$ cat src/hw/rtl/ffpa_pkg.sv
// Package for the first-fit page allocator: operation codes and the
// controller/datapath command and status structs. No dependencies.
`default_nettype none
package ffpa_pkg;

    typedef enum logic [1:0] {
        OP_ALLOC = 2'd0,
        OP_FREE  = 2'd1,
        OP_MAX   = 2'd2,
        OP_SCOPE = 2'd3
    } op_t;

    localparam logic [1:0] CFG_BASE  = 2'd0;
    localparam logic [1:0] CFG_PAGES = 2'd1;
    localparam logic [1:0] CFG_SHIFT = 2'd2;

    // Commands from controller to datapath.
    typedef struct packed {
        logic latch;      // capture the transaction and reset the walk
        logic rd;         // issue a table read at the walk index
        logic step;       // consume read data (scan one entry)
        logic shift_up;   // move entry idx-1 to idx (insert), idx decrements
        logic shift_dn;   // move entry idx+1 to idx (remove), idx increments
        logic put;        // write the new run at pos
        logic finish;     // drive the result strobe
    } ffpa_cmd_t;

    // Status from datapath to controller.
    typedef struct packed {
        logic scan_done;  // walk index reached run_count
        logic hit;        // entry just scanned matches the search
        logic refuse;     // allocate refused before the walk
        logic tail_ok;    // tail space holds the run
        logic at_pos;     // shift index reached the target position
        logic last;       // shift index reached the end for removal
    } ffpa_sts_t;

endpackage
`default_nettype wire

$ cat src/hw/rtl/ffpa_ram.sv
// Generic single-write, single-read RAM with registered read data.
// No dependencies.
`default_nettype none
module ffpa_ram #(
    parameter int WIDTH = 32,
    parameter int DEPTH = 64
) (
    input  wire logic                     clk,
    input  wire logic                     we,
    input  wire logic [$clog2(DEPTH)-1:0] waddr,
    input  wire logic [WIDTH-1:0]         wdata,
    input  wire logic [$clog2(DEPTH)-1:0] raddr,
    output logic      [WIDTH-1:0]         rdata
);
    logic [WIDTH-1:0] mem [DEPTH];

    always_ff @(posedge clk)
    begin
        if (we)
        begin
            mem[waddr] <= wdata;
        end
        rdata <= mem[raddr];
    end
endmodule
`default_nettype wire

$ cat src/hw/rtl/ffpa_ctrl.sv
// Controller state machine for the first-fit page allocator.
// Depends on ffpa_pkg.
`default_nettype none
module ffpa_ctrl (
    input  wire logic              clk,
    input  wire logic              rst_n,
    input  wire logic              start,
    input  wire logic [1:0]        operation,
    input  wire ffpa_pkg::ffpa_sts_t sts,
    output logic                   busy,
    output ffpa_pkg::ffpa_cmd_t    cmd
);
    typedef enum logic [2:0] {
        S_IDLE, S_READ, S_SCAN, S_DECIDE, S_SHIFT_UP, S_SHIFT_DN, S_PUT, S_DONE
    } state_t;

    state_t state_reg, state_next;
    logic   busy_next;
    logic [1:0] op_reg, op_next;

    always_comb
    begin
        state_next = state_reg;
        op_next    = op_reg;
        cmd        = '0;
        unique case (state_reg)
            S_IDLE:
            begin
                if (start)
                begin
                    cmd.latch  = 1'b1;
                    op_next    = operation;
                    state_next = (ffpa_pkg::op_t'(operation) == ffpa_pkg::OP_SCOPE)
                                 ? S_DONE : S_READ;
                end
            end
            S_READ:
            begin
                if (sts.scan_done || (op_reg == ffpa_pkg::OP_ALLOC && sts.refuse))
                begin
                    state_next = S_DECIDE;
                end
                else
                begin
                    cmd.rd     = 1'b1;
                    state_next = S_SCAN;
                end
            end
            S_SCAN:
            begin
                cmd.step = 1'b1;
                state_next = (sts.hit && op_reg != ffpa_pkg::OP_MAX) ? S_DECIDE : S_READ;
            end
            S_DECIDE:
            begin
                // hit is held by the datapath once found
                if (op_reg == ffpa_pkg::OP_ALLOC)
                begin
                    state_next = (!sts.refuse && (sts.hit || sts.tail_ok)) ? S_SHIFT_UP
                                 : S_DONE;
                end
                else if (op_reg == ffpa_pkg::OP_FREE)
                begin
                    state_next = sts.hit ? S_SHIFT_DN : S_DONE;
                end
                else
                begin
                    state_next = S_DONE;
                end
            end
            S_SHIFT_UP:
            begin
                if (sts.at_pos)
                begin
                    state_next = S_PUT;
                end
                else
                begin
                    cmd.shift_up = 1'b1;
                end
            end
            S_SHIFT_DN:
            begin
                if (sts.last)
                begin
                    state_next = S_DONE;
                end
                else
                begin
                    cmd.shift_dn = 1'b1;
                end
            end
            S_PUT:
            begin
                cmd.put    = 1'b1;
                state_next = S_DONE;
            end
            S_DONE:
            begin
                cmd.finish = 1'b1;
                state_next = S_IDLE;
            end
            default: state_next = S_IDLE;
        endcase
        busy_next = (state_next != S_IDLE);
    end

    always_ff @(posedge clk or negedge rst_n)
    begin
        if (!rst_n)
        begin
            state_reg <= S_IDLE;
            op_reg    <= 2'd0;
            busy      <= 1'b0;
        end
        else
        begin
            state_reg <= state_next;
            op_reg    <= op_next;
            busy      <= busy_next;
        end
    end
endmodule
`default_nettype wire

$ cat src/hw/rtl/ffpa_dp.sv
// Datapath for the first-fit page allocator: run table RAMs, walk index,
// gap tracking and result registers. Depends on ffpa_pkg and ffpa_ram.
`default_nettype none
module ffpa_dp #(
    parameter int MAX_RUNS        = 64,
    parameter int PAGE_INDEX_BITS = 16
) (
    input  wire logic                clk,
    input  wire logic                rst_n,
    input  wire ffpa_pkg::ffpa_cmd_t cmd,
    output ffpa_pkg::ffpa_sts_t      sts,
    input  wire logic [1:0]          operation,
    input  wire logic [31:0]         size_bytes,
    input  wire logic [31:0]         address,
    input  wire logic [31:0]         base_address,
    input  wire logic [15:0]         total_pages,
    input  wire logic [4:0]          page_shift,
    output logic                     done,
    output logic                     ok,
    output logic [31:0]              block_address,
    output logic [31:0]              largest_free,
    output logic                     in_scope
);
    localparam int IW = $clog2(MAX_RUNS);
    localparam int CW = $clog2(MAX_RUNS + 1);
    localparam int PW = PAGE_INDEX_BITS;
    localparam logic [PW-1:0] PAGE_LIMIT = {PW{1'b1}};

    logic [1:0]    op_reg;
    logic [31:0]   addr_reg;
    logic [PW:0]   need_reg;       // one extra bit flags an oversize request
    logic          zero_reg;
    logic [PW:0]   limit_reg;
    logic [CW-1:0] count_reg, count_next;
    logic [CW-1:0] idx_reg;
    logic [CW-1:0] pos_reg;
    logic [PW:0]   cur_reg;        // end page of the previous run
    logic [PW:0]   best_reg;
    logic          hit_reg;
    logic [PW-1:0] used_reg;
    logic [PW-1:0] rd_start, rd_cnt;
    logic [PW-1:0] rd_cnt_freed;   // page count of the run being freed

    // Wide rounding of the request to pages.
    logic [52:0] sz_round;
    logic [52:0] need_wide;
    always_comb
    begin
        sz_round  = {21'd0, size_bytes} + ((53'd1 << page_shift) - 53'd1);
        need_wide = sz_round >> page_shift;
    end

    // Table RAMs.
    logic          we;
    logic [IW-1:0] waddr, raddr;
    logic [PW-1:0] wstart, wcnt;
    logic [CW-1:0] idx_m1, idx_p1;

    assign idx_m1 = idx_reg - CW'(1);
    assign idx_p1 = idx_reg + CW'(1);

    always_comb
    begin
        we     = 1'b0;
        waddr  = idx_reg[IW-1:0];
        raddr  = idx_reg[IW-1:0];
        wstart = rd_start;
        wcnt   = rd_cnt;
        if (cmd.shift_up)
        begin
            raddr = idx_m1[IW-1:0];
        end
        else if (cmd.shift_dn)
        begin
            raddr = idx_p1[IW-1:0];
        end
        if (cmd.put)
        begin
            we     = 1'b1;
            waddr  = pos_reg[IW-1:0];
            wstart = cur_reg[PW-1:0];
            wcnt   = need_reg[PW-1:0];
        end
    end

    // Shifts move each entry by a read, then a write (tracked by a phase bit).
    logic          ph_reg;
    logic          mv_we;
    logic [IW-1:0] mv_addr;
    assign mv_we = ph_reg;

    ffpa_ram #(.WIDTH(PW), .DEPTH(MAX_RUNS)) u_start (
        .clk(clk), .we(we || mv_we), .waddr(mv_we ? mv_addr : waddr),
        .wdata(mv_we ? rd_start : wstart), .raddr(raddr), .rdata(rd_start)
    );
    ffpa_ram #(.WIDTH(PW), .DEPTH(MAX_RUNS)) u_cnt (
        .clk(clk), .we(we || mv_we), .waddr(mv_we ? mv_addr : waddr),
        .wdata(mv_we ? rd_cnt : wcnt), .raddr(raddr), .rdata(rd_cnt)
    );

    // Run address of the entry just read.
    logic [31:0] run_addr;
    logic [PW:0] s_ext, gap;
    logic        entry_hit;
    assign run_addr = base_address + ({{(32-PW){1'b0}}, rd_start} << page_shift);
    assign s_ext    = {1'b0, rd_start};
    assign gap      = s_ext - cur_reg;

    always_comb
    begin
        case (ffpa_pkg::op_t'(op_reg))
            ffpa_pkg::OP_ALLOC: entry_hit = (s_ext >= cur_reg) && (gap >= need_reg);
            ffpa_pkg::OP_FREE:  entry_hit = (run_addr == addr_reg);
            default:            entry_hit = 1'b0;
        endcase
    end

    logic [PW:0] tail;
    assign tail = (limit_reg > cur_reg) ? limit_reg - cur_reg : '0;

    assign sts.scan_done = (idx_reg == count_reg);
    assign sts.hit       = cmd.step ? entry_hit : hit_reg;
    assign sts.refuse    = zero_reg || (count_reg == CW'(MAX_RUNS)) || (need_reg > limit_reg);
    assign sts.tail_ok   = tail >= need_reg;
    assign sts.at_pos    = (idx_reg == pos_reg) && !ph_reg;
    assign sts.last      = (idx_p1 >= count_reg) && !ph_reg;

    // Scope bound without truncation.
    logic [52:0] top;
    assign top = {21'd0, base_address} + ({37'd0, total_pages} << page_shift);

    logic [52:0] best_bytes;
    assign best_bytes = {{(52-PW){1'b0}}, best_reg} << page_shift;

    always_ff @(posedge clk or negedge rst_n)
    begin
        if (!rst_n)
        begin
            count_reg <= '0;
            used_reg  <= '0;
            done      <= 1'b0;
            ph_reg    <= 1'b0;
            idx_reg   <= '0;
            hit_reg   <= 1'b0;
        end
        else
        begin
            done <= cmd.finish;
            if (cmd.latch)
            begin
                op_reg    <= operation;
                addr_reg  <= address;
                zero_reg  <= (size_bytes == 32'd0);
                need_reg  <= (need_wide > 53'(PAGE_LIMIT)) ? {1'b1, PW'(0)}
                                                          : need_wide[PW:0];
                limit_reg <= (total_pages > 16'(PAGE_LIMIT)) ? {1'b0, PAGE_LIMIT}
                                                             : (PW+1)'(total_pages);
                idx_reg   <= '0;
                cur_reg   <= '0;
                best_reg  <= '0;
                hit_reg   <= 1'b0;
                ok        <= 1'b0;
                block_address <= '0;
                largest_free  <= '0;
                in_scope  <= (ffpa_pkg::op_t'(operation) == ffpa_pkg::OP_SCOPE) &&
                             ({21'd0, address} >= {21'd0, base_address}) &&
                             ({21'd0, address} < top);
            end
            if (cmd.step)
            begin
                if (entry_hit)
                begin
                    hit_reg <= 1'b1;
                    pos_reg <= idx_reg;
                end
                else
                begin
                    if (s_ext > cur_reg && gap > best_reg)
                    begin
                        best_reg <= gap;
                    end
                    cur_reg <= s_ext + {1'b0, rd_cnt};
                    idx_reg <= idx_p1;
                end
            end
            // Decide: settle the insert position and the walk start for a shift.
            if (cmd.rd == 1'b0 && !cmd.step && !cmd.latch && !ph_reg &&
                !cmd.shift_up && !cmd.shift_dn && !cmd.put && !cmd.finish)
            begin
                if (!hit_reg)
                begin
                    pos_reg <= count_reg;
                    if (ffpa_pkg::op_t'(op_reg) == ffpa_pkg::OP_MAX && tail > best_reg)
                    begin
                        best_reg <= tail;
                    end
                end
                if (ffpa_pkg::op_t'(op_reg) == ffpa_pkg::OP_ALLOC)
                begin
                    idx_reg <= count_reg;
                end
            end
            // Move one entry: read at idx-1 (or idx+1), write at idx next cycle.
            ph_reg <= (cmd.shift_up || cmd.shift_dn) && !ph_reg;
            if (cmd.shift_up || cmd.shift_dn)
            begin
                mv_addr <= idx_reg[IW-1:0];
            end
            if (ph_reg)
            begin
                idx_reg <= (op_reg == ffpa_pkg::OP_ALLOC) ? idx_m1 : idx_p1;
            end
            if (cmd.put)
            begin
                ok            <= 1'b1;
                block_address <= base_address +
                                 ({{(32-PW){1'b0}}, cur_reg[PW-1:0]} << page_shift);
                count_reg     <= count_reg + CW'(1);
                used_reg      <= used_reg + need_reg[PW-1:0];
            end
            if (cmd.finish)
            begin
                if (ffpa_pkg::op_t'(op_reg) == ffpa_pkg::OP_FREE && hit_reg)
                begin
                    ok        <= 1'b1;
                    count_reg <= count_reg - CW'(1);
                    used_reg  <= used_reg - rd_cnt_freed;
                end
                if (ffpa_pkg::op_t'(op_reg) == ffpa_pkg::OP_MAX)
                begin
                    largest_free <= (best_bytes > 53'hFFFF_FFFF) ? 32'hFFFF_FFFF
                                                                 : best_bytes[31:0];
                end
            end
        end
    end

    // Capture the page count of the run being freed on the hit.
    always_ff @(posedge clk)
    begin
        if (cmd.step && entry_hit)
        begin
            rd_cnt_freed <= rd_cnt;
        end
    end
endmodule
`default_nettype wire

$ cat src/hw/rtl/first_fit_page_block_allocator.sv
// First-fit page allocator, top level: config registers, controller, datapath.
// Depends on ffpa_pkg, ffpa_ctrl, ffpa_dp (and ffpa_ram through the datapath).
// Scope checks answer without a walk and an allocate refused up front skips it; free,
// max-size and other allocates walk the run table, and a granted allocate or free then
// shifts any later entries, each moved by a read and then a write through the
// single-read-port run table. One transaction at a time: busy drops in the cycle the
// result strobe is high. Reset clears the run count and the base and page-count registers
// and sets the page shift to 12; the receiver cannot stall.
`default_nettype none
module first_fit_page_block_allocator #(
    parameter int MAX_RUNS        = 64,
    parameter int PAGE_INDEX_BITS = 16
) (
    input  wire logic        clk,
    input  wire logic        rst_n,
    input  wire logic        start,
    output logic             busy,
    input  wire logic [1:0]  operation,
    input  wire logic [31:0] size_bytes,
    input  wire logic [31:0] address,
    output logic             done,
    output logic             ok,
    output logic [31:0]      block_address,
    output logic [31:0]      largest_free,
    output logic             in_scope,
    input  wire logic        cfg_we,
    input  wire logic [1:0]  cfg_index,
    input  wire logic [31:0] cfg_data
);
    logic [31:0] base_address_reg;
    logic [15:0] total_pages_reg;
    logic [4:0]  page_shift_reg;

    ffpa_pkg::ffpa_cmd_t cmd;
    ffpa_pkg::ffpa_sts_t sts;

    // Hold configuration; the user must write only between transactions (not enforced here).
    always_ff @(posedge clk or negedge rst_n)
    begin
        if (!rst_n)
        begin
            base_address_reg <= '0;
            total_pages_reg  <= '0;
            page_shift_reg   <= 5'd12;
        end
        else if (cfg_we)
        begin
            unique case (cfg_index)
                ffpa_pkg::CFG_BASE:  base_address_reg <= cfg_data;
                ffpa_pkg::CFG_PAGES: total_pages_reg  <= cfg_data[15:0];
                ffpa_pkg::CFG_SHIFT: page_shift_reg   <= cfg_data[4:0];
                default: ;
            endcase
        end
    end

    // Controller sequences the walk, shift and result strobe.
    ffpa_ctrl u_ctrl (
        .clk(clk), .rst_n(rst_n), .start(start && !busy), .operation(operation),
        .sts(sts), .busy(busy), .cmd(cmd)
    );

    // Datapath holds the run table and computes every result.
    ffpa_dp #(.MAX_RUNS(MAX_RUNS), .PAGE_INDEX_BITS(PAGE_INDEX_BITS)) u_dp (
        .clk(clk), .rst_n(rst_n), .cmd(cmd), .sts(sts),
        .operation(operation), .size_bytes(size_bytes), .address(address),
        .base_address(base_address_reg), .total_pages(total_pages_reg),
        .page_shift(page_shift_reg), .done(done), .ok(ok),
        .block_address(block_address), .largest_free(largest_free),
        .in_scope(in_scope)
    );
endmodule
`default_nettype wire

$ cat config.mk
export PLATFORM = sky130hd
export DESIGN_NAME = first_fit_page_block_allocator
export DESIGN_NICKNAME = d
export VERILOG_FILES = /design/src/hw/rtl/ffpa_pkg.sv /design/src/hw/rtl/ffpa_ram.sv /design/src/hw/rtl/ffpa_ctrl.sv /design/src/hw/rtl/ffpa_dp.sv /design/src/hw/rtl/first_fit_page_block_allocator.sv
export SDC_FILE = /design/constraint.sdc
export NUM_CORES = 2
export LEC_CHECK = 0
export ABC_CLOCK_PERIOD_IN_PS = 11720
export BUFFER_PORTS_ARGS = -buffer_cell sky130_fd_sc_hd__clkbuf_2
export CAP_MARGIN = 20
export CORE_MARGIN = 1.5
export CORE_UTILIZATION = 55
export CTS_CLUSTER_DIAMETER = 60
export CTS_CLUSTER_SIZE = 28
export DETAILED_ROUTE_END_ITERATION = 7
export PLACE_DENSITY = 0.81
export SYNTH_ARGS = -nofsm -noshare
export SYNTH_HDL_FRONTEND = slang
export SYNTH_SLANG_ARGS = --single-unit
export TNS_END_PERCENT = 10
$ cat constraint.sdc
create_clock -name clk -period 11.72 [get_ports clk]
set_input_delay 1.758 -clock clk [delete_from_list [all_inputs] [get_ports clk]]
set_output_delay 1.758 -clock clk [all_outputs]
set_load 0.01 [all_outputs]
==> results_dict.tcl <==
set metrics [dict create \
    finalHoldViolations 0 \
    cts_inserted_buffers 148 \
    status "finished, final reports clean" \
    p_clk_frac 0.158 \
    synthCells 8261 \
    synth-adder-area-share 0.0427 \
    drv_slew 0 \
    hpwl_um 221000 \
    vias 76200 \
    swShare 0.457 \
    routed_wl_um 354000 \
    clk_path_buf_depth 3 \
    worst_ep_arrival_time_ns 9.54 \
    setup_viol 0 \
    clk_latency_ns 0.91 \
    synthTopCellsByCount "2229 x edfxtp_1, 1227 x nand2_1, 421 x nand3_1, 397 x nor2_1, 364 x ha_1" \
    rsz0062_at_grt "no" \
    place_area_um2 114000 \
    via_per_inst 6.87 \
    yosysWarnings 0 \
    fillers 14300 \
    r2r_start "page_shift_reg[1]" \
    die_w_um 450 \
    ys_ff_latch 2337 \
    yosys.area.top_type_share 0.609 \
    design_power_total_mw 36.7 \
    yosys-top-cells-area "edfxtp_1 61%, mux4_2 5.9%, nand2_1 4.2%" \
    synth.area.mux_share 0.0906 \
    worst_pin_slew_ns 1.27 \
    critPathRequiredTime_ns 12.30 \
    cp-startpoint "page_shift_reg[1]" \
    htree_levels 4 \
    dieArea_um2 202000 \
    dpl.cell_count 10800 \
    worstSetupEndpointType "flop" \
    ios 172 \
    drive_gt1_frac 0.135 \
    slew_headroom 0.143 \
    critPathMaxFanout 56 \
    antenna_left 0 \
    hold_buffers 0 \
    reg2reg_depth 21 \
    post_drt_wl_per_cell_um 31.9 \
    synth_top_family_by_area "simple AND/OR/NAND/NOR gates" \
    top_regs "u_dp.u_cnt.mem: 1024 flops, u_dp.u_start.mem: 1024 flops" \
    path_class "flop to flop" \
    max_freq_mhz 112 \
    r2r-end "u_dp.best_reg[4]" \
    synthesis.area_um2 110000 \
    clk_pin_slew_worst_paths_ns 0.06 \
    die_h_um 450 \
    cap_violations 0 \
    grt-ovfl-total 0 \
    hp-class "flop to flop" \
    cts-root-buf "clkbuf_16" \
    rows 163 \
    p_sw_mw 16.8 \
    grt_pass1_wl_um 504000 \
    power.density_nw_per_um2 307 \
    synth_fp_nets 8736 \
    post-route-util 0.606 \
    synth_compound_area_frac 0.0908 \
    tns_ns 0 \
    finalNonFillerCells 11100 \
    cts.sinks 2337 \
    synthXorXnorAreaFrac 0.0159 \
    ys.flop_type "edfxtp_1" \
    grt_max_degree 164 \
    leakagePower_nw 41.7 \
    pwr-share-seq 0.317 \
    layout.nets 8801 \
    dr.pass1.iters 6 \
    worst_setup_path_start_kind "flop" \
    gp_congestion 0.987 \
    finalCritPeriodShare 0.765 \
    cts_resized 0 \
    grt_pass1_vias 73000 \
    p_int_mw 20.0 \
    ys_seq_area_frac 0.632 \
    synthSimpleGateAreaFrac 0.102 \
    ys_types 94 \
    synthArstFlopShare 0.0325 \
    drt_iter0_drc 11600 \
    synth_top_cell_by_area "edfxtp_1" \
    vdd_drop_max_mv 0.543 \
    fin_area_um2 120000 \
    synth-edff-count 2229 \
    endpoint "u_dp.best_reg[4]" \
    r2r_slack_ns 2.76 \
    pwr-share-comb 0.525 \
    fp.coreArea_um2 198000 \
    drc 0 \
    port_buffers 171 \
    post-synth-top-count-cell "edfxtp_1" \
    synth.avg_cell_area_um2 13.3 \
    clock_skew_ns 0.0906 \
    min_period_ns 8.96 \
    cts_tree "built" \
    start_util 0.555 \
    grt_usage 0.342 \
    cts_setup_buffers 0 \
    antenna_found_initial 23 \
    area_growth_pct 9.13 \
]
[power groups by stage]
stage	clock network, mW	logic (mW)	registers, mW
finish	5.79	19.3	11.6
global route	6.09	20.2	11.7
CTS	5.80	18.7	11.6
detailed placement	0	18.4	11.8
global placement	0	17.9	11.7
floorplan	0	12.1	11.5
[cell families (layout without fill, tap and decap cells)]
kind of cell	count (synthesis)	count (layout)
adder cells (fa/ha/maj)	371	371
AO/OA/AOI/OAI	1496	1496
XOR/XNOR	198	198
flip-flops	2337	2337
buffers and inverters	721	902
multiplexers	619	619
other	0	8
AND/OR/NAND/NOR	2519	2519
[cell usage in the layout, fill, tap and decap left out, types with 118 or more instances in the layout]
master,instances
inv_1,272
a31oi_1,132
ha_1,364
nand3_1,420
buf_4,168
nand2_1,1227
mux2i_1,219
clkbuf_16,152
clkbuf_2,170
o22ai_1,136
xnor2_1,118
nor2_1,321
a21oi_1,341
edfxtp_1,2229
mux4_2,289
o21ai_0,235
[per-layer routing]
layer / wire length, um / global-route usage / up-vias
li1: - / - / 31700
met1: 124000 / 0.443 / 37400
met2: 162000 / 0.536 / 5959
met3: 43200 / 0.0740 / 1037
met4: 25200 / 0.197 / 14
met5: 103 / 0 / -
[final cells by class]
class | count | area (um2) | area share
clock inverter | 106 | 1380 | 0.0115
inverter | 276 | 1040 | 0.00865
clock buffer | 160 | 3840 | 0.0321
antenna | 8 | 20.0 | 0.000167
multi-input combinational | 5203 | 38300 | 0.319
sequential | 2337 | 69500 | 0.580
timing repair buffer | 360 | 2550 | 0.0212
tap | 2640 | 3300 | 0.0276
[through the flow]
stage	hold slack, ns	setup WS [ns]
finish	0.566	2.76
CTS	0.566	2.98
detailed placement	0.551	3.04
floorplan	0.449	4.32
global placement	0.535	2.89
global route	0.585	2.67
[worst min path at each step]
stage                           startpoint          endpoint  slack [ns]  cells past startpoint
after floorplan            u_dp.idx_reg[1]   u_dp.mv_addr[1]        0.45                      0
after global placement    u_ctrl.op_reg[1]  u_ctrl.op_reg[1]        0.53                      2
after detailed placement  u_ctrl.op_reg[1]  u_ctrl.op_reg[1]        0.55                      2
after CTS                 u_ctrl.op_reg[1]  u_ctrl.op_reg[1]        0.57                      2
after global routing      u_ctrl.op_reg[1]  u_ctrl.op_reg[1]        0.58                      2
final                     u_ctrl.op_reg[1]  u_ctrl.op_reg[1]        0.57                      2
[critical path, cell delays in order, from the launching register on]
cell	delay, ns
dfrtp_4	0.65
buf_4	0.48
buf_4	0.67
mux2_2	0.43
nor2_1	0.10
a21oi_1	0.07
mux2i_1	0.32
nor2_1	0.15
ha_1	0.45
a21oi_1	0.27
inv_1	0.07
a21oi_1	0.57
nand4_1	0.33
a311oi_1	0.68
nor3_1	0.11
a2111oi_0	0.69
nand4_1	0.28
nor3_1	0.59
buf_4	0.30
or4b_1	0.76
mux2_2	0.42
mux2_2	0.26
Note: power is estimated with default switching activity, not from simulation.
